`src/design/btt_pkg.sv`:
```
package btt_pkg;

  localparam int MAX_BUCKETS = 4096;
  localparam int WAYS        = 4;

  localparam int IDX_W  = $clog2(MAX_BUCKETS);
  localparam int CNT_W  = IDX_W + 1;
  localparam int WAY_W  = $clog2(WAYS);
  localparam int HALF_W = 32;
  localparam int PROD_W = HALF_W + CNT_W;
  localparam int TAG_W  = 16;
  localparam int AGE_W  = 8;
  localparam int SCORE_W = 16;
  localparam int SUM_W  = SCORE_W + 1;

  localparam logic [1:0] OP_PROBE = 2'd0;
  localparam logic [1:0] OP_STORE = 2'd1;
  localparam logic [1:0] OP_AGE   = 2'd2;
  localparam logic [1:0] OP_CLEAR = 2'd3;

  typedef struct packed {
    logic [TAG_W-1:0]          tag;
    logic [AGE_W-1:0]          age;
    logic signed [SCORE_W-1:0] action;
    logic signed [SCORE_W-1:0] eval;
  } slot_t;

  localparam int SLOT_W   = $bits(slot_t);
  localparam int BUCKET_W = WAYS * SLOT_W;

  typedef slot_t [WAYS-1:0] bucket_t;

  typedef struct packed {
    logic [1:0]         operation;
    logic [63:0]        hash;
    logic [1:0]         way;
    logic signed [15:0] action;
    logic signed [31:0] eval;
  } btt_in_t;

  typedef struct packed {
    logic               hit;
    logic [1:0]         chosen_way;
    logic signed [15:0] found_action;
    logic signed [15:0] found_eval;
    logic [7:0]         found_age;
    logic               written;
  } btt_out_t;

  function automatic logic signed [SUM_W-1:0] slot_sum(input slot_t s);
    return SUM_W'(s.action) + SUM_W'(s.eval);
  endfunction

endpackage

```
`src/design/btt_mul.sv`:
```
module btt_mul import btt_pkg::*; (
  input  logic              clk,
  input  logic              en,
  input  logic [HALF_W-1:0] a,
  input  logic [CNT_W-1:0]  b,
  input  logic [CNT_W-1:0]  addend,
  output logic [PROD_W-1:0] p
);

  // shared 32 x 13 multiply-add, used once per hash half
  always_ff @(posedge clk) begin
    if (en) begin
      p <= PROD_W'(a) * PROD_W'(b) + PROD_W'(addend);
    end
  end

endmodule

```
`config.mk`:
```
export PLATFORM = sky130hd
export DESIGN_NAME = btt_mul
export DESIGN_NICKNAME = d
export VERILOG_FILES = /design/src/design/btt_pkg.sv /design/src/design/btt_mul.sv
export SDC_FILE = /design/constraint.sdc
export NUM_CORES = 1
export LEC_CHECK = 0
export BUFFER_PORTS_ARGS = -buffer_cell sky130_fd_sc_hd__buf_2
export CAP_MARGIN = 30
export CORE_MARGIN = 2
export CORE_UTILIZATION = 45
export CTS_CLUSTER_DIAMETER = 60
export DETAILED_ROUTE_END_ITERATION = 10
export PLACE_DENSITY = 0.61
export SYNTH_ARGS = -nofsm -noshare
export SYNTH_HDL_FRONTEND = slang
export SYNTH_SLANG_ARGS = --single-unit
```
`constraint.sdc`:
```
create_clock -name clk -period 18.77 [get_ports clk]
set_clock_uncertainty 0.05 [all_clocks]
set_input_delay 1.877 -clock clk [delete_from_list [all_inputs] [get_ports clk]]
set_output_delay 1.877 -clock clk [all_outputs]
set_load 0.1 [all_outputs]
```
==> impl_metrics.yaml <==
final_layout:
  n_fill_cell: 3103
  antenna-diode-count: 0
  post-route-cell-area_sq_um: 15930
  flip_flop_count_of_the_largest_register_all_copies_and_words_added: 45
  most-common-layout-cells: "339 x fa_1, 304 x inv_1, 256 x nand2_1, 193 x and2_1, 128 x ha_1"
  top_register: "p"
  largest_registers: "p (45)"
  nNetsFinal: 2147
  multi_input_area_sq_um: 12180
  sequential_cell_area_sq_um: 1351
  layout_commonest_cell: "fa_1"
  area_growth_pct: 6.331
  post_route_cells_drive_above_1_share_pct: 7.958
die:
  die_y_um: 186.5
  num_rows: 66
  initial_utilization_pct: 45.93
  design.core.area_sq_um: 32620
  pin_count: 105
  die_x_um: 186.5
  area_of_the_die_sq_um: 34770
global_route:
  grtUsageTotal_pct: 22.94
  grt_pass1_vias: 11760
  met2_usage_pct: 40.57
  grt_antenna_before_repair: 0
  first_pass_grt_wire_length_um: 62930
  largest_net_degree_at_the_start_of_global_routing: 38
  grt.met1_usage_pct: 29.45
  grt_use_met3_pct: 2.520
  gr-max-usage-layer: "met2"
  global_route.overflow_total: 0
cts:
  cts_max_level: 2
  cts_tree: "yes"
  deepest_clock_path_buffer_count: 2
  cts_buffer_count: 5
  cts-resized-gates: 0
  cts.sink_count: 45
  post_cts_buffers: 0
  clk_pin_slew_ps: 70
  cts.root.buffer_cell: "clkbuf_16"
  postCtsHoldBufs: 0
routing:
  initialDrtViolationCount: 546
  num_vias: 10780
  vias_per_cell: 5.226
  antenna_left: 0
  wl_per_cell_um: 18.35
  drt_pre_antenna_iters: 5
  drc: 0
  routed_wirelength_um: 37860
synth:
  post_synthesis_cell_area_sq_um: 14980
  ys_async_sr_fraction_pct: 0
  yosys_register_bits: 45
  synth.net_count: 2117
  synthesis.instances: 1590
  synth_flop_type: "edfxtp_1"
  synth_enable_flop_cells: 45
  syn_avg_cell_area_sq_um: 9.422
  synth.yosys.seq_area_share_pct: 9.020
  ys_warn_count: 0
  yosys.cell_types.count: 50
critical_path:
  critical_path.max_fanout: 32
  timing.critical_path.to_type: "flop"
  critical_path_arrival_ps: 8160
  timing.critical_path.from_type: "input port"
  cp_class: "input port to flop"
  worst-endpoint-required_ps: 18870
sta:
  slew_headroom_pct: 44.82
  layout_setup_ws_ps: 10710
  finalHoldViolCount: 0
  grt_setup_unrepaired: "no"
  fmax_ghz: 0.1241
  tightest_slew_ps: 827.8
  share_of_the_clock_period_used_by_the_worst_path_pct: 42.95
  report.final.setup_viol: 0
  shortest_clock_period_the_worst_path_allows_after_layout_ps: 8061
  fin_tns_setup_ps: 0
  drv_slew: 0
placement:
  numPortBuffers: 104
  placement.setup.worst_slack_ps: 10450
  finalWeightedCongestion: 0.8905
  estimated_wirelength_of_the_detail_placed_design_um: 30110
  place_area_sq_um: 15760
min_path:
  worstHoldPathType: "input port to flop"
run_status:
  outcome: "finished clean"
run:
  timing.max_cap.violations: 0
[cell usage after synthesis (3+ instances only)]
cell        n  area [sq um]
a21o_1     20         150.1
o21a_1      7         52.55
nor3_1      3         15.01
ha_1      128          1602
nor2_1     23         86.33
o21ai_0    20         100.1
and2_1    193          1207
and3_1      4         25.02
o21bai_1    7         52.55
o211ai_1    4         30.03
nand4_1    10         62.56
o21ai_1     3         15.01
a211oi_1    6         45.04
nand2_1   256         960.9
xnor2_1    28         245.2
inv_1     304          1141
a211oi_2    3         37.54
clkbuf_1   81         304.0
a21oi_1    49         245.2
fa_1      339          6787
edfxtp_1   45          1351
a31oi_1     5         31.28
or2_2       3         18.77
nand3_1     5         25.02
xor2_1     14         122.6
[path summary, 6_finish.rpt]
kind / start / endpoint / slack (ps) / cells past startpoint
setup / recovery: b[4] / p[44] / 10710 / 18
hold / removal: addend[0] / p[0] / 1820 / 2
[metal layers]
layer / part of all wire [%] / vias up
li1: - / 4852
met3: 4.7 / 66
met2: 52 / 303
met1: 40 / 5560
met5: 0 / -
met4: 3.4 / 0
[layout make-up]
cell class / instances / area share (%)
timing repair buffer: 105 / 3.393
sequential: 45 / 8.483
inverter: 304 / 7.164
tap: 442 / 3.472
clock buffer: 5 / 0.7855
clock inverter: 3 / 0.2592
multi-input combinational: 1159 / 76.44
[stage by stage]
stage	cells	util, %	hold WS [ps]
after global placement	2054	48.26	2133
after global routing	2063	48.83	1826
after detailed placement	2055	48.32	2134
after floorplan	1590	-	1940
final	2063	48.83	1817
after CTS	2063	48.83	1812
[critical path: stages]
cell	delay, ps
buf_2	550
nand2_1	170
fa_1	590
fa_1	440
fa_1	550
inv_1	50
fa_1	550
fa_1	450
fa_1	460
ha_1	370
a21oi_1	170
o21a_1	160
a2bb2oi_1	530
a21oi_2	190
o21ai_2	300
a21boi_4	110
or4_1	530
o211ai_1	100
[cell families (layout without fill, tap and decap cells)]
kind of cell	after synthesis	after routing	share of synthesized area [%]
AOI/OAI and AO/OA	146	146	6.465
adders and majority gates	467	467	55.99
xor gates and xnor gates	42	42	2.456
buffers and inverters	386	417	9.697
DFF	45	45	9.020
and+or+nand+nor	504	504	16.37
Power is left out: the tool's default activity adds up to more than one toggle a clock period on the data nets, which glitch-free logic cannot reach.
