===== src/design/btt_ram.sv =====
module btt_ram #(
  parameter int WIDTH = 8,
  parameter int DEPTH = 16,
  parameter int AW    = $clog2(DEPTH)
) (
  input  logic             clk,
  input  logic             we,
  input  logic [AW-1:0]    waddr,
  input  logic [WIDTH-1:0] wdata,
  input  logic             re,
  input  logic [AW-1:0]    raddr,
  output logic [WIDTH-1:0] rdata
);

  logic [WIDTH-1:0] mem [DEPTH];

  always_ff @(posedge clk) begin
    if (we) begin
      mem[waddr] <= wdata;
    end
    if (re) begin
      rdata <= mem[raddr];
    end
  end

endmodule


===== config.mk =====
export PLATFORM = sky130hd
export DESIGN_NAME = btt_ram
export DESIGN_NICKNAME = d
export VERILOG_FILES = /design/src/design/btt_ram.sv
export SDC_FILE = /design/constraint.sdc
export NUM_CORES = 1
export LEC_CHECK = 0
export BUFFER_PORTS_ARGS = -buffer_cell sky130_fd_sc_hd__buf_2
export CORE_MARGIN = 2
export CORE_UTILIZATION = 57
export CTS_BUF_LIST = sky130_fd_sc_hd__clkbuf_2 sky130_fd_sc_hd__clkbuf_4 sky130_fd_sc_hd__clkbuf_8
export DETAILED_ROUTE_END_ITERATION = 6
export HOLD_SLACK_MARGIN = 0.03
export PLACE_DENSITY = 0.8
export SYNTH_ARGS = -nofsm -noshare
export SYNTH_HDL_FRONTEND = slang
export SYNTH_SLANG_ARGS = --single-unit

===== constraint.sdc =====
create_clock -name clk -period 1.8 [get_ports clk]
set_input_delay 0.18 -clock clk [delete_from_list [all_inputs] [get_ports clk]]
set_output_delay 0.18 -clock clk [all_outputs]
set_load 0.1 [all_outputs]

==> flow_results.xml <==
<?xml version="1.0" encoding="UTF-8"?>
<metrics>
  <group name="clocking">
    <metric name="clk_pin_slew" unit="ps">80</metric>
    <metric name="cts_hold_buffers" unit="">0</metric>
    <metric name="number_of_buffers_inserted_by_post_cts_setup_repair" unit="">0</metric>
    <metric name="cts_tree" unit="">done</metric>
    <metric name="cts-buffers-inserted" unit="">17</metric>
    <metric name="post_cts_resized" unit="">0</metric>
    <metric name="clock_insertion_delay_worst_skew" unit="ps">430</metric>
    <metric name="htree_levels" unit="">4</metric>
    <metric name="numClockSinks" unit="">136</metric>
    <metric name="clk_root_buffer_cell" unit="">sky130_fd_sc_hd__clkbuf_8</metric>
    <metric name="ctsLongestPathBuffers" unit="">2</metric>
  </group>
  <group name="routing">
    <metric name="dr_total_vias" unit="">2546</metric>
    <metric name="drt-vias-per-instance" unit="">6.24</metric>
    <metric name="drt_pre_antenna_iters" unit="">4</metric>
    <metric name="drc" unit="">0</metric>
    <metric name="routed_wl" unit="um">9830</metric>
    <metric name="ant_nets" unit="">0</metric>
    <metric name="drt-wirelength-per-cell" unit="um">24.1</metric>
    <metric name="first_iter_violations" unit="">343</metric>
  </group>
  <group name="sta">
    <metric name="maxSlewHeadroom" unit="%">66.2</metric>
    <metric name="maxSlewViolCount" unit="">0</metric>
    <metric name="maxClockFrequency" unit="MHz">643</metric>
    <metric name="final.period_utilization" unit="%">86.4</metric>
    <metric name="setup_viol" unit="">0</metric>
    <metric name="rsz0062_at_grt" unit="">no</metric>
    <metric name="timing.final.crit_period" unit="ps">1550</metric>
    <metric name="worst_clock_skew" unit="ps">11.0</metric>
    <metric name="timing.setup.tns" unit="ps">0</metric>
    <metric name="worst_pin_slew" unit="ps">510</metric>
    <metric name="hold_violations" unit="">0</metric>
  </group>
  <group name="logic_synthesis">
    <metric name="postSynth.topFlopCell" unit="">sky130_fd_sc_hd__edfxtp_1</metric>
    <metric name="synth_most_common_cell" unit="">sky130_fd_sc_hd__edfxtp_1</metric>
    <metric name="seq_total_area_yosys" unit="%">78.1</metric>
    <metric name="synth.top_cell.area_share" unit="%">78.1</metric>
    <metric name="netlist_instances" unit="">229</metric>
    <metric name="synthArstFlopShare" unit="%">0</metric>
    <metric name="synth_nets" unit="">248</metric>
    <metric name="yosys_register_bits" unit="">136</metric>
    <metric name="syn_area_per_cell" unit="um^2">22.8</metric>
    <metric name="synth_cell_type_count" unit="">18</metric>
    <metric name="synth_area" unit="um^2">5230</metric>
    <metric name="synthDominantAreaCellType" unit="">sky130_fd_sc_hd__edfxtp_1</metric>
    <metric name="ys.warnings.count" unit="">0</metric>
    <metric name="top_cells_by_count_synth" unit="">136 x sky130_fd_sc_hd__edfxtp_1, 18 x sky130_fd_sc_hd__mux4_2, 16 x sky130_fd_sc_hd__a22oi_1</metric>
    <metric name="biggest_area_contributors_in_the_synthesized_netlist" unit="">sky130_fd_sc_hd__edfxtp_1 78%, sky130_fd_sc_hd__mux4_2 7.8%, sky130_fd_sc_hd__mux4_1 7.0%</metric>
    <metric name="synth_enable_flop_cells" unit="">136</metric>
  </group>
  <group name="setup_path">
    <metric name="crit_path_cell_trace" unit="">mux4_1, a22oi_1, nand2_1</metric>
    <metric name="cell_family_contributing_the_most_delay_on_the_critical_path" unit="">multiplexers</metric>
    <metric name="worst_path_largest_cell_delay" unit="ps">530</metric>
    <metric name="timing.setup.critical_path_class" unit="">reg -&gt; reg</metric>
    <metric name="timing.critical_path.from_type" unit="">flop</metric>
    <metric name="worst-endpoint-required" unit="ps">1970</metric>
    <metric name="cp_arrival" unit="ps">1730</metric>
    <metric name="cp_max_fo" unit="">1</metric>
    <metric name="timing.critical_path.buf_inv" unit="">0</metric>
    <metric name="critPathSlowestCell" unit="">sky130_fd_sc_hd__mux4_1</metric>
    <metric name="worst_setup_path_end_kind" unit="">flop</metric>
  </group>
  <group name="layout">
    <metric name="layout.core_utilization" unit="%">68.5</metric>
    <metric name="n_antenna_cell" unit="">0</metric>
    <metric name="area_taken_by_flip_flops_and_latches" unit="um^2">4080</metric>
    <metric name="fillerInstances" unit="">516</metric>
    <metric name="final_nets" unit="">306</metric>
    <metric name="multi_input_comb_area" unit="um^2">1060</metric>
    <metric name="layout.cells.non_filler" unit="">408</metric>
    <metric name="layout-area-overhead-vs-synth" unit="%">15.4</metric>
    <metric name="layout-drive-gt1-share" unit="%">32.7</metric>
  </group>
  <group name="floorplan">
    <metric name="floorplan.die_area" unit="um^2">9950</metric>
    <metric name="initial_utilization" unit="%">59.4</metric>
    <metric name="die_w" unit="um">99.8</metric>
    <metric name="die_y" unit="um">99.8</metric>
    <metric name="io_pins" unit="">27</metric>
    <metric name="core" unit="um^2">8810</metric>
    <metric name="std_cell_rows" unit="">34</metric>
  </group>
  <group name="global_route">
    <metric name="grt.total_usage" unit="%">22.0</metric>
    <metric name="first_pass_grt_wire_length" unit="um">15100</metric>
    <metric name="gr-total-overflow" unit="">0</metric>
    <metric name="initial_antenna_violation_count" unit="">0</metric>
    <metric name="grt_pass1_vias" unit="">2571</metric>
    <metric name="grt_start_max_net_pins" unit="">24</metric>
  </group>
  <group name="min_path">
    <metric name="hp-class" unit="">in -&gt; reg</metric>
  </group>
  <group name="power">
    <metric name="ir_worst_vdd" unit="uV">519</metric>
    <metric name="total_leakage_power" unit="uW">0.00205</metric>
    <metric name="power_per_cell_area" unit="nW/um^2">1100</metric>
  </group>
  <group name="run_status">
    <metric name="run_status" unit="">finished clean</metric>
  </group>
  <group name="placed_design">
    <metric name="io_buffers" unit="">26</metric>
    <metric name="dp.final_hpwl" unit="um">6250</metric>
    <metric name="finalWeightedCongestion" unit="">0.776</metric>
    <metric name="post-place-cells" unit="">376</metric>
  </group>
  <group name="job">
    <metric name="timing.max_cap.violations" unit="">0</metric>
  </group>
</metrics>
-- path summary, 6_finish.rpt --
path | startpoint | end | slack (ps) | cells after the start
max | mem[2][0] | rdata[0] | 250 | 3
min reg2reg | mem[12][7] | rdata[7] | 750 | 3
max reg2reg | mem[2][0] | rdata[0] | 250 | 3
min | wdata[3] | mem[10][3] | 120 | 1
-- cells by family (layout without fill, tap and decap cells) --
| kind of cell | after synthesis | after routing | share of synthesized area (%) |
|---|---|---|---|
| AO/OA/AOI/OAI | 16 | 16 | 2.30 |
| buffers and inverters | 10 | 81 | 1.65 |
| flip-flops | 136 | 136 | 78.1 |
| multiplexers | 32 | 32 | 14.8 |
| AND/OR/NAND/NOR | 35 | 35 | 3.14 |
-- power breakdown --
part	switching [uW]	internal [uW]	total [uW]	leakage [uW]
sequential	19.3	3560	3580	0.00124
combinational	296	145	441	0.000603
clock	1110	1530	2640	0.000208
-- registers in the layout (all words and copies together) (netlist names) --
name and count:
mem 128, rdata 8
-- worst reg2reg max path, delay by kind of cell (launching register included) --
kind,cells,cell delay (ps)
mux,1,530
simple gates,1,110
flops,1,390
compound gates,1,270
-- metal layers --
metal  global-route usage [%]  vias up  routed length (um)
met5                        0        -                   0
met4                     8.54        0                 214
met3                     5.62       17                 641
met2                     33.9      119                4860
met1                     30.8     1314                4110
li1                         -     1096                   -
-- per-stage QoR --
step	setup WS, ps	cell area [um^2]	power, uW	hold WS [ps]
6_report	245	6030	6660	121
5_1_grt	176	6030	6870	106
4_1_cts	243	6030	6700	105
3_5_place_dp	49.1	5600	4090	573
2_1_floorplan	127	5230	3940	279
3_3_place_gp	78.0	5600	4080	555
-- placed cells by master (no fill, tap or decap), types with 2 or more instances in the layout --
master and n:
sky130_fd_sc_hd__nand3b_1 2, sky130_fd_sc_hd__nand2b_1 2, sky130_fd_sc_hd__buf_12 2, sky130_fd_sc_hd__nand2_1 9, sky130_fd_sc_hd__mux4_1 14, sky130_fd_sc_hd__edfxtp_1 136
sky130_fd_sc_hd__mux4_2 18, sky130_fd_sc_hd__nor3_1 4, sky130_fd_sc_hd__bufinv_16 4, sky130_fd_sc_hd__clkinv_1 2, sky130_fd_sc_hd__nor2_1 13, sky130_fd_sc_hd__buf_2 26
sky130_fd_sc_hd__clkbuf_8 17, sky130_fd_sc_hd__buf_4 21, sky130_fd_sc_hd__clkinv_2 2, sky130_fd_sc_hd__clkinvlp_4 3, sky130_fd_sc_hd__a22oi_1 16, sky130_fd_sc_hd__clkbuf_4 2
-- cell type report --
type,count,area share (%)
clock buffers,19,4.13
clock inverters,13,2.95
multi-input cells,83,17.5
flip-flops and latches,136,67.7
well taps,108,2.24
repair buffers,49,5.44
Note: power is estimated with default switching activity, not from simulation.
