File: config.mk
export PLATFORM = sky130hd
export DESIGN_NAME = btt_resolve
export DESIGN_NICKNAME = d
export VERILOG_FILES = /design/src/design/btt_pkg.sv /design/src/design/btt_resolve.sv
export SDC_FILE = /design/constraint.sdc
export NUM_CORES = 1
export LEC_CHECK = 0
export BUFFER_PORTS_ARGS = -buffer_cell sky130_fd_sc_hd__clkbuf_2
export CAP_MARGIN = 20
export CORE_AREA = 2 2 243 245
export DETAILED_ROUTE_END_ITERATION = 6
export DIE_AREA = 0 0 245 247
export GPL_TIMING_DRIVEN = 1
export PLACE_DENSITY = 0.52
export SLEW_MARGIN = 30
export SYNTH_ARGS = -nofsm -noshare
export SYNTH_HDL_FRONTEND = slang
export SYNTH_SLANG_ARGS = --single-unit
File: constraint.sdc
create_clock -name vclk -period 23.7
set_input_delay 4.74 -clock vclk [all_inputs]
set_output_delay 4.74 -clock vclk [all_outputs]
set_load 0.01 [all_outputs]
File: src/design/btt_pkg.sv
package btt_pkg;

  localparam int MAX_BUCKETS = 4096;
  localparam int WAYS        = 4;

  localparam int IDX_W  = $clog2(MAX_BUCKETS);
  localparam int CNT_W  = IDX_W + 1;
  localparam int WAY_W  = $clog2(WAYS);
  localparam int HALF_W = 32;
  localparam int PROD_W = HALF_W + CNT_W;
  localparam int TAG_W  = 16;
  localparam int AGE_W  = 8;
  localparam int SCORE_W = 16;
  localparam int SUM_W  = SCORE_W + 1;

  localparam logic [1:0] OP_PROBE = 2'd0;
  localparam logic [1:0] OP_STORE = 2'd1;
  localparam logic [1:0] OP_AGE   = 2'd2;
  localparam logic [1:0] OP_CLEAR = 2'd3;

  typedef struct packed {
    logic [TAG_W-1:0]          tag;
    logic [AGE_W-1:0]          age;
    logic signed [SCORE_W-1:0] action;
    logic signed [SCORE_W-1:0] eval;
  } slot_t;

  localparam int SLOT_W   = $bits(slot_t);
  localparam int BUCKET_W = WAYS * SLOT_W;

  typedef slot_t [WAYS-1:0] bucket_t;

  typedef struct packed {
    logic [1:0]         operation;
    logic [63:0]        hash;
    logic [1:0]         way;
    logic signed [15:0] action;
    logic signed [31:0] eval;
  } btt_in_t;

  typedef struct packed {
    logic               hit;
    logic [1:0]         chosen_way;
    logic signed [15:0] found_action;
    logic signed [15:0] found_eval;
    logic [7:0]         found_age;
    logic               written;
  } btt_out_t;

  function automatic logic signed [SUM_W-1:0] slot_sum(input slot_t s);
    return SUM_W'(s.action) + SUM_W'(s.eval);
  endfunction

endpackage

File: src/design/btt_resolve.sv
module btt_resolve import btt_pkg::*; (
  input  bucket_t           bucket,
  input  btt_in_t           item,
  input  logic [AGE_W-1:0]  cur_age,
  output btt_out_t          res,
  output bucket_t           new_bucket
);

  always_comb begin
    logic [TAG_W-1:0]   tag;
    logic               hit;
    logic [WAY_W-1:0]   hit_way;
    logic [WAY_W-1:0]   vic;
    logic [WAY_W-1:0]   sw;
    slot_t              old_s;
    slot_t              fresh;
    slot_t              pick;
    logic signed [32:0] old_sum;
    logic signed [32:0] new_sum;
    logic               wr;

    tag     = item.hash[TAG_W-1:0];
    hit     = 1'b0;
    hit_way = '0;
    // walk downwards so the lowest matching way wins
    for (int i = WAYS - 1; i >= 0; i--) begin
      if (bucket[i].tag == tag) begin
        hit     = 1'b1;
        hit_way = WAY_W'(i);
      end
    end

    vic = '0;
    for (int i = 1; i < WAYS; i++) begin
      if ((bucket[i].age == bucket[vic].age && slot_sum(bucket[i]) < slot_sum(bucket[vic]))
          || bucket[i].age < bucket[vic].age) begin
        vic = WAY_W'(i);
      end
    end

    sw      = item.way[WAY_W-1:0];
    old_s   = bucket[sw];
    old_sum = 33'(slot_sum(old_s));
    new_sum = 33'(item.action) + 33'(item.eval);
    wr      = (old_s.tag != tag) || (old_s.age != cur_age) || (old_sum < new_sum);

    fresh.tag    = tag;
    fresh.age    = cur_age;
    fresh.action = item.action;
    if (item.eval > 32'sh0000_7FFF) begin
      fresh.eval = 16'sh7FFF;
    end else if (item.eval < -32'sh0000_8000) begin
      fresh.eval = 16'sh8000;
    end else begin
      fresh.eval = item.eval[SCORE_W-1:0];
    end

    new_bucket = bucket;
    new_bucket[sw] = fresh;

    if (item.operation == OP_STORE) begin
      pick           = wr ? fresh : old_s;
      res.hit        = 1'b0;
      res.chosen_way = 2'(sw);
      res.written    = wr;
    end else begin
      pick           = hit ? bucket[hit_way] : bucket[vic];
      res.hit        = hit;
      res.chosen_way = hit ? 2'(hit_way) : 2'(vic);
      res.written    = 1'b0;
    end
    res.found_action = pick.action;
    res.found_eval   = pick.eval;
    res.found_age    = pick.age;
  end

endmodule

==> results of run 1 <==
[through the flow]
| step | power (mW) | instance area (um2) |
|---|---|---|
| 2_1_floorplan | 0.559 | 17000 |
| 3_3_place_gp | 0.883 | 21100 |
| 3_5_place_dp | 0.895 | 21100 |
| 4_1_cts | 0.901 | 21100 |
| 5_1_grt | 1.01 | 21300 |
| 6_report | 0.925 | 21300 |
[worst max path at each step]
stage               start      end  slack [ps]  cells past startpoint
6_report        bucket[0]  res[27]         620                     63
2_1_floorplan  bucket[56]  res[10]        2330                     64
3_3_place_gp   bucket[72]  res[28]         530                     65
4_1_cts         bucket[0]   res[5]         350                     66
5_1_grt        bucket[72]  res[26]         -50                     68
3_5_place_dp    bucket[0]   res[5]         410                     66
[critical path, delay by kind of cell]
family / cells / cell delay [ps]
buffers and inverters: 11 / 1750
XOR/XNOR: 1 / 270
multiplexers: 1 / 550
adder cells (fa/ha/maj): 7 / 2090
AND/OR/NAND/NOR: 14 / 2530
AO/OA/AOI/OAI: 29 / 6350
[area by class of cell]
type                            count  area [um2]
Fill cell                        6238       37000
Inverter                           91         342
Tap cell                          773         967
Timing Repair Buffer              669        3670
Multi-Input combinational cell   2077       16300
Antenna cell                        3        7.51
[cell families after synthesis]
kind of cell             synth area share
AO/OA/AOI/OAI                       0.255
AND/OR/NAND/NOR                     0.179
multiplexers                        0.214
adder cells (fa/ha/maj)             0.192
buffers and inverters              0.0570
XOR/XNOR                            0.104
[power groups by stage]
stage | clock, mW | combinational (mW) | sequential [mW]
after floorplan | 0 | 0.559 | 0
after global placement | 0 | 0.883 | 0
after detailed placement | 0 | 0.895 | 0
after CTS | 0 | 0.901 | 0
after global routing | 0.0000000113 | 1.01 | 0
final | 0.00000000372 | 0.925 | 0
[per-layer routing]
metal / GRT usage / vias up / share of wire
met5: 0 / - / 0.00049
met4: 0.0554 / 8 / 0.022
met3: 0.0406 / 103 / 0.084
met2: 0.421 / 924 / 0.41
met1: 0.460 / 10200 / 0.48
li1: - / 9745 / -
[timing repair]
item	4_1_cts	5_1_grt
resized for setup	0	31
buffers inserted	0	3
setup endpoints to repair	0	42
[synthesized netlist by cell type, drive strengths merged (6+ instances only)]
cell type,n
nand2,295
ha,248
a21oi,189
mux2,140
o21ai,132
nor2,118
xnor2,103
xor2,99
inv,90
clkbuf,87
mux2i,80
a21o,60
mux4,56
a31oi,51
buf,49
nor3,47
a211o,43
o22ai,43
nand3,40
nand4,40
a211oi,35
nor2b,27
nor4,24
nand2b,22
o21bai,17
o21a,15
o221ai,15
and2,11
or2,9
or3,9
and3,8
fa,8
o2111ai,8
a2111oi,7
o211ai,7
o31ai,7
a41o,6
a41oi,6
nand3b,6
==> impl_metrics.tcl, run 1 <==
set metrics [dict create \
    final.clkbuf_count 0 \
    leakage_nw 10.2 \
    hpwlAfterDp_mm 77.0 \
    power.internal_mw 0.386 \
    period_needed_ps 23080 \
    grt_max_degree 84 \
    peakVddDrop_mv 0.0189 \
    critical_path.max_stage_delay_ps 550 \
    max-cap-violations 0 \
    synth_area_um2 17000 \
    drtIter0Drc 1903 \
    fin_crit_sh 0.974 \
    drt-total-wl_mm 94.5 \
    rows 89 \
    initial_core_util 0.293 \
    slew_headroom 0.354 \
    max_freq_ghz 0.0433 \
    synthCells 2303 \
    report.final.setup_viol 0 \
    ys_seq_area_frac 0 \
    slowest_stage "mux2i_1" \
    holdWs_ps 9820 \
    worst_slack_ps 624 \
    synthTopCellsByArea "ha_1 18%, mux4_2 7.4%, nand2_1 6.5%" \
    drc 0 \
    seq_cells 0 \
    gp_congestion 0.974 \
    grt_pass1_vias 19600 \
    stdcell_count 3613 \
    hold_viol 0 \
    holdPathStages 4 \
    antenna_found_initial 8 \
    synth_top_area_frac 0.182 \
    swShare 0.583 \
    areaGrowthSynthToFinish_pct 24.9 \
    port_buffers 568 \
    io_pins 616 \
    fin_util 0.365 \
    clkPwrFrac 0 \
    wl_per_cell_um 26.2 \
    dieArea_um2 60500 \
    critPathKind "in2out" \
    antenna_left 0 \
    tns_ps 0 \
    first_pass_iters 7 \
    vias 21000 \
    cp-start-kind "input port" \
    ctsHoldBuffers 0 \
    grtUsageTotal 0.295 \
    cp-end-kind "output port" \
    min_path_type "in2out" \
    grt_overflow 0 \
    worstPathMaxFanout 27 \
    power.net_switching_mw 0.539 \
    ys_warn_count 0 \
    p_comb_frac 1.000 \
    status "finished clean" \
    final_layout_size_suffix_gt1_frac 0.301 \
    avgSynthCellArea_um2 7.40 \
    die-width_um 245 \
    critPathMostFrequentCell "ha_1" \
    core-area_um2 58200 \
    final_cell_mix "566 x clkbuf_2, 294 x nand2_1, 248 x ha_1" \
    maxSlewViolCount 0 \
    vias_per_cell 5.81 \
    fp.dieH_um 247 \
    yosysTopAreaCell "ha_1" \
    synth_nets 2907 \
    layout_commonest_cell "clkbuf_2" \
    hold_start "bucket[40]" \
    worst_ep_arrival_time_ps 18340 \
    tightest_slew_ps 969 \
    required_ps 18960 \
    seq_power_share 0 \
    holdPathEnd "new_bucket[40]" \
    dp_cells 3604 \
    nets 3443 \
    regArea_um2 0 \
    powerDensity_nw_per_um2 43.5 \
    grt_pass1_wl_mm 133 \
    synth_cell_types 68 \
    place_worst_setup_slack_ps 407 \
]
No activity file was read; power rests on OpenSTA's default activity.
==> inputs of run 2 (changes only) <==
==> constraint.sdc (replaced) <==
create_clock -name vclk -period 23.7
set_input_delay 2.37 -clock vclk [all_inputs]
set_output_delay 2.37 -clock vclk [all_outputs]
set_load 0.01 [all_outputs]
==> impl_metrics.tcl, run 2 (same netlist as run 1, synthesis figures left out) <==
set metrics [dict create \
    regArea_um2 0 \
    drc 0 \
    required_ps 21330 \
    cts_resized 0 \
    core-area_um2 58200 \
    hpwlAfterDp_mm 75.6 \
    place_worst_setup_slack_ps 3770 \
    hold_viol 0 \
    final.clkbuf_count 0 \
    leakage_nw 9.81 \
    drtIter0Drc 1853 \
    grtUsageTotal 0.288 \
    antenna_found_initial 11 \
    initial_core_util 0.293 \
    rows 89 \
    period_needed_ps 20230 \
    wl_per_cell_um 26.0 \
    cp-start-kind "input port" \
    holdWs_ps 5080 \
    slew_headroom 0.338 \
    final_layout_size_suffix_gt1_frac 0.276 \
    grt_max_degree 84 \
    design_area_um2 20600 \
    slowest_stage "a2111oi_0" \
    max_freq_ghz 0.0494 \
    max-cap-violations 0 \
    grt_pass1_wl_mm 129 \
    rsz0062_at_grt "false" \
    report.final.setup_viol 0 \
    cp-end-kind "output port" \
    drt-total-wl_mm 92.4 \
    port_buffers 568 \
    grt_pass1_vias 19100 \
    dpl_cell_area_um2 20600 \
    grt_overflow 0 \
    critPathKind "in2out" \
    maxSlewViolCount 0 \
    peakVddDrop_mv 0.0224 \
    critical_path.max_stage_delay_ps 710 \
    vias_per_cell 5.86 \
    first_pass_iters 5 \
    gp_congestion 0.994 \
    status "finished clean" \
    io_pins 616 \
    die-width_um 245 \
    layout_commonest_cell "clkbuf_2" \
    dieArea_um2 60500 \
    antenna_left 0 \
    postCtsSetupRepairBufs 0 \
    worst_slack_ps 3470 \
    final_cell_mix "566 x clkbuf_2, 294 x nand2_1, 248 x ha_1" \
    nets 3374 \
    fp.dieH_um 247 \
    areaGrowthSynthToFinish_pct 21.1 \
    seq_cells 0 \
    tightest_slew_ps 984 \
    stdcell_count 3549 \
    worstPathMaxFanout 82 \
    tns_ps 0 \
    worst_ep_arrival_time_ps 17860 \
    min_path_type "in2out" \
    fin_crit_sh 0.854 \
    dp_cells 3539 \
    ctsHoldBuffers 0 \
    powerDensity_nw_per_um2 42.0 \
    vias 20800 \
]
## run 2: cell types whose count changed in the layout (fill, tap and decap cells not counted), moves of 3 or more
cell | previous run | this run
nor3_2 | 3 | 0
buf_12 | 4 | 1
buf_4 | 96 | 32
a21oi_1 | 183 | 188
a2111oi_0 | 4 | 7
diode_2 | 3 | 8
mux2i_1 | 76 | 80
mux2i_4 | 3 | 0
a21oi_2 | 5 | 0
buf_6 | 3 | 0
nor3_1 | 44 | 47
## run 2: layout make-up
type,count,area (um2)
well taps,773,967
diodes,8,20.0
repair buffers,601,3150
inverters,91,342
multi-input cells,2076,16200
fillers,6261,37600
## run 2: path summary, 6_finish.rpt
kind,start,end,cells after the start
worst max-delay path,bucket[56],res[9],62
worst min-delay path,bucket[40],new_bucket[40],4
## run 2: power by group
part,internal [mW],switching [mW]
sequential,0,0
clock,0.0000000368,0
combinational,0.345,0.521
total,0.345,0.521
## run 2: worst max-delay path, delay by kind of cell
family	cells	cell delay [ps]
buf+inv	6	1120
mux	1	660
fa+ha+maj	9	2930
compound gates	31	7770
simple gates	15	2850
## run 2: metal layers
layer  part of all wire  global-route usage
met2               0.41               0.407
met5           0.000087                   0
met4              0.025              0.0685
met3               0.10              0.0445
met1               0.47               0.446
## run 2: metrics by stage
step	power [mW]	utilization
5_1_grt	0.952	0.354
4_1_cts	0.854	0.353
2_1_floorplan	0.559	-
6_report	0.867	0.354
3_5_place_dp	0.848	0.353
3_3_place_gp	0.836	0.353
==> inputs of run 3 (changes only) <==
--- a/config.mk
+++ b/config.mk
@@ -11,7 +11,7 @@
 export DETAILED_ROUTE_END_ITERATION = 6
 export DIE_AREA = 0 0 245 247
 export GPL_TIMING_DRIVEN = 1
-export PLACE_DENSITY = 0.52
+export PLACE_DENSITY = 0.64
 export SLEW_MARGIN = 30
 export SYNTH_ARGS = -nofsm -noshare
 export SYNTH_HDL_FRONTEND = slang
==> constraint.sdc (replaced) <==
create_clock -name vclk -period 23.7
set_input_delay 1.185 -clock vclk [all_inputs]
set_output_delay 1.185 -clock vclk [all_outputs]
set_load 0.01 [all_outputs]
==> impl_metrics.tcl, run 3 (same netlist as run 1, synthesis figures left out) <==
set metrics [dict create \
    areaGrowthSynthToFinish_pct 20.8 \
    hold_viol 0 \
    initial_core_util 0.293 \
    period_needed_ps 17730 \
    stdcell_count 3547 \
    peakVddDrop_mv 0.0229 \
    worstPathMaxFanout 82 \
    rows 89 \
    final_layout_size_suffix_gt1_frac 0.275 \
    grt_pass1_vias 18400 \
    core-area_um2 58200 \
    seq_cells 0 \
    port_buffers 568 \
    die-width_um 245 \
    slew_headroom 0.336 \
    critPathKind "in2out" \
    powerDensity_nw_per_um2 40.6 \
    p_comb_frac 1.000 \
    nets 3371 \
    grt_overflow 0 \
    vias 20500 \
    grtUsageTotal 0.265 \
    antenna_found_initial 10 \
    min_path_type "in2out" \
    report.final.setup_viol 0 \
    power.internal_mw 0.344 \
    wl_per_cell_um 23.9 \
    worst_ep_arrival_time_ps 16550 \
    tns_ps 0 \
    fp.dieH_um 247 \
    drtIter0Drc 2107 \
    postCtsSetupRepairBufs 0 \
    final.clkbuf_count 0 \
    drt-total-wl_mm 84.9 \
    tightest_slew_ps 996 \
    seq_power_share 0 \
    max_freq_ghz 0.0564 \
    vias_per_cell 5.77 \
    swShare 0.589 \
    slowest_stage "nand3_4" \
    rsz0062_at_grt "false" \
    required_ps 22510 \
    final_cell_mix "566 x clkbuf_2, 294 x nand2_1, 248 x ha_1" \
    cp-end-kind "output port" \
    hpwlAfterDp_mm 69.9 \
    antenna_left 0 \
    cts_resized 0 \
    grt_max_degree 84 \
    gp_congestion 1.00 \
    drc 0 \
    io_pins 616 \
    status "finished clean" \
    regArea_um2 0 \
    critical_path.max_stage_delay_ps 720 \
    max-cap-violations 0 \
    leakage_nw 9.78 \
    multi_input_area_um2 16200 \
    place_worst_setup_slack_ps 6020 \
    hold_start "bucket[47]" \
    dp_cells 3537 \
    power.net_switching_mw 0.492 \
    cp-start-kind "input port" \
    holdPathStages 4 \
    fillerInstances 6272 \
    first_pass_iters 6 \
    maxSlewViolCount 0 \
    grt_pass1_wl_mm 121 \
    holdPathEnd "new_bucket[47]" \
    cp_top_family "compound AO/OA/AOI/OAI gates" \
    layout_commonest_cell "clkbuf_2" \
    worst_slack_ps 5970 \
    dieArea_um2 60500 \
    total_power_mw 0.836 \
    clkPwrFrac 0 \
    cp_num_buf_inv 6 \
    ctsHoldBuffers 0 \
    fin_crit_sh 0.748 \
]
run 3: area by class of cell:
type | count | area share
repair buffers | 598 | 0.150
well taps | 773 | 0.0470
diodes | 9 | 0.00109
inverters | 91 | 0.0166
multi-input cells | 2076 | 0.785
run 3: worst min-delay path: stages:
cell and delay (ps):
clkbuf_2 110, nand2_1 60, nand2_1 40, clkbuf_2 130
run 3: power by group through the flow:
stage               logic [mW]  clock network (mW)  registers (mW)
floorplan                0.559                   0               0
global placement         0.814                   0               0
detailed placement       0.822                   0               0
CTS                      0.827                   0               0
global route             0.928        0.0000000284               0
finish                   0.836        0.0000000426               0
run 3: worst max path at each step:
| stage | slack (ps) | cells after the start | to | start |
|---|---|---|---|---|
| after global routing | 4810 | 62 | res[31] | bucket[56] |
| final | 5970 | 62 | res[32] | bucket[56] |
| after global placement | 6130 | 62 | res[31] | bucket[72] |
| after floorplan | 9440 | 64 | res[10] | bucket[56] |
| after detailed placement | 6020 | 62 | res[30] | bucket[56] |
| after CTS | 5960 | 62 | res[30] | bucket[56] |
run 3: metrics by stage:
stage                     instance area, um2  utilization  hold WS (ps)
after floorplan                        17000            -          2480
after global placement                 20500        0.352          2720
after detailed placement               20500        0.352          2720
after CTS                              20500        0.352          2720
after global routing                   20600        0.353          2750
final                                  20600        0.353          2720
run 3: routing by layer:
metal,share of wire,routed length (um),track usage
met1,0.46,39300,0.400
met2,0.40,34300,0.371
met3,0.11,9430,0.0646
met4,0.023,1920,0.0586
met5,0.00040,34,0
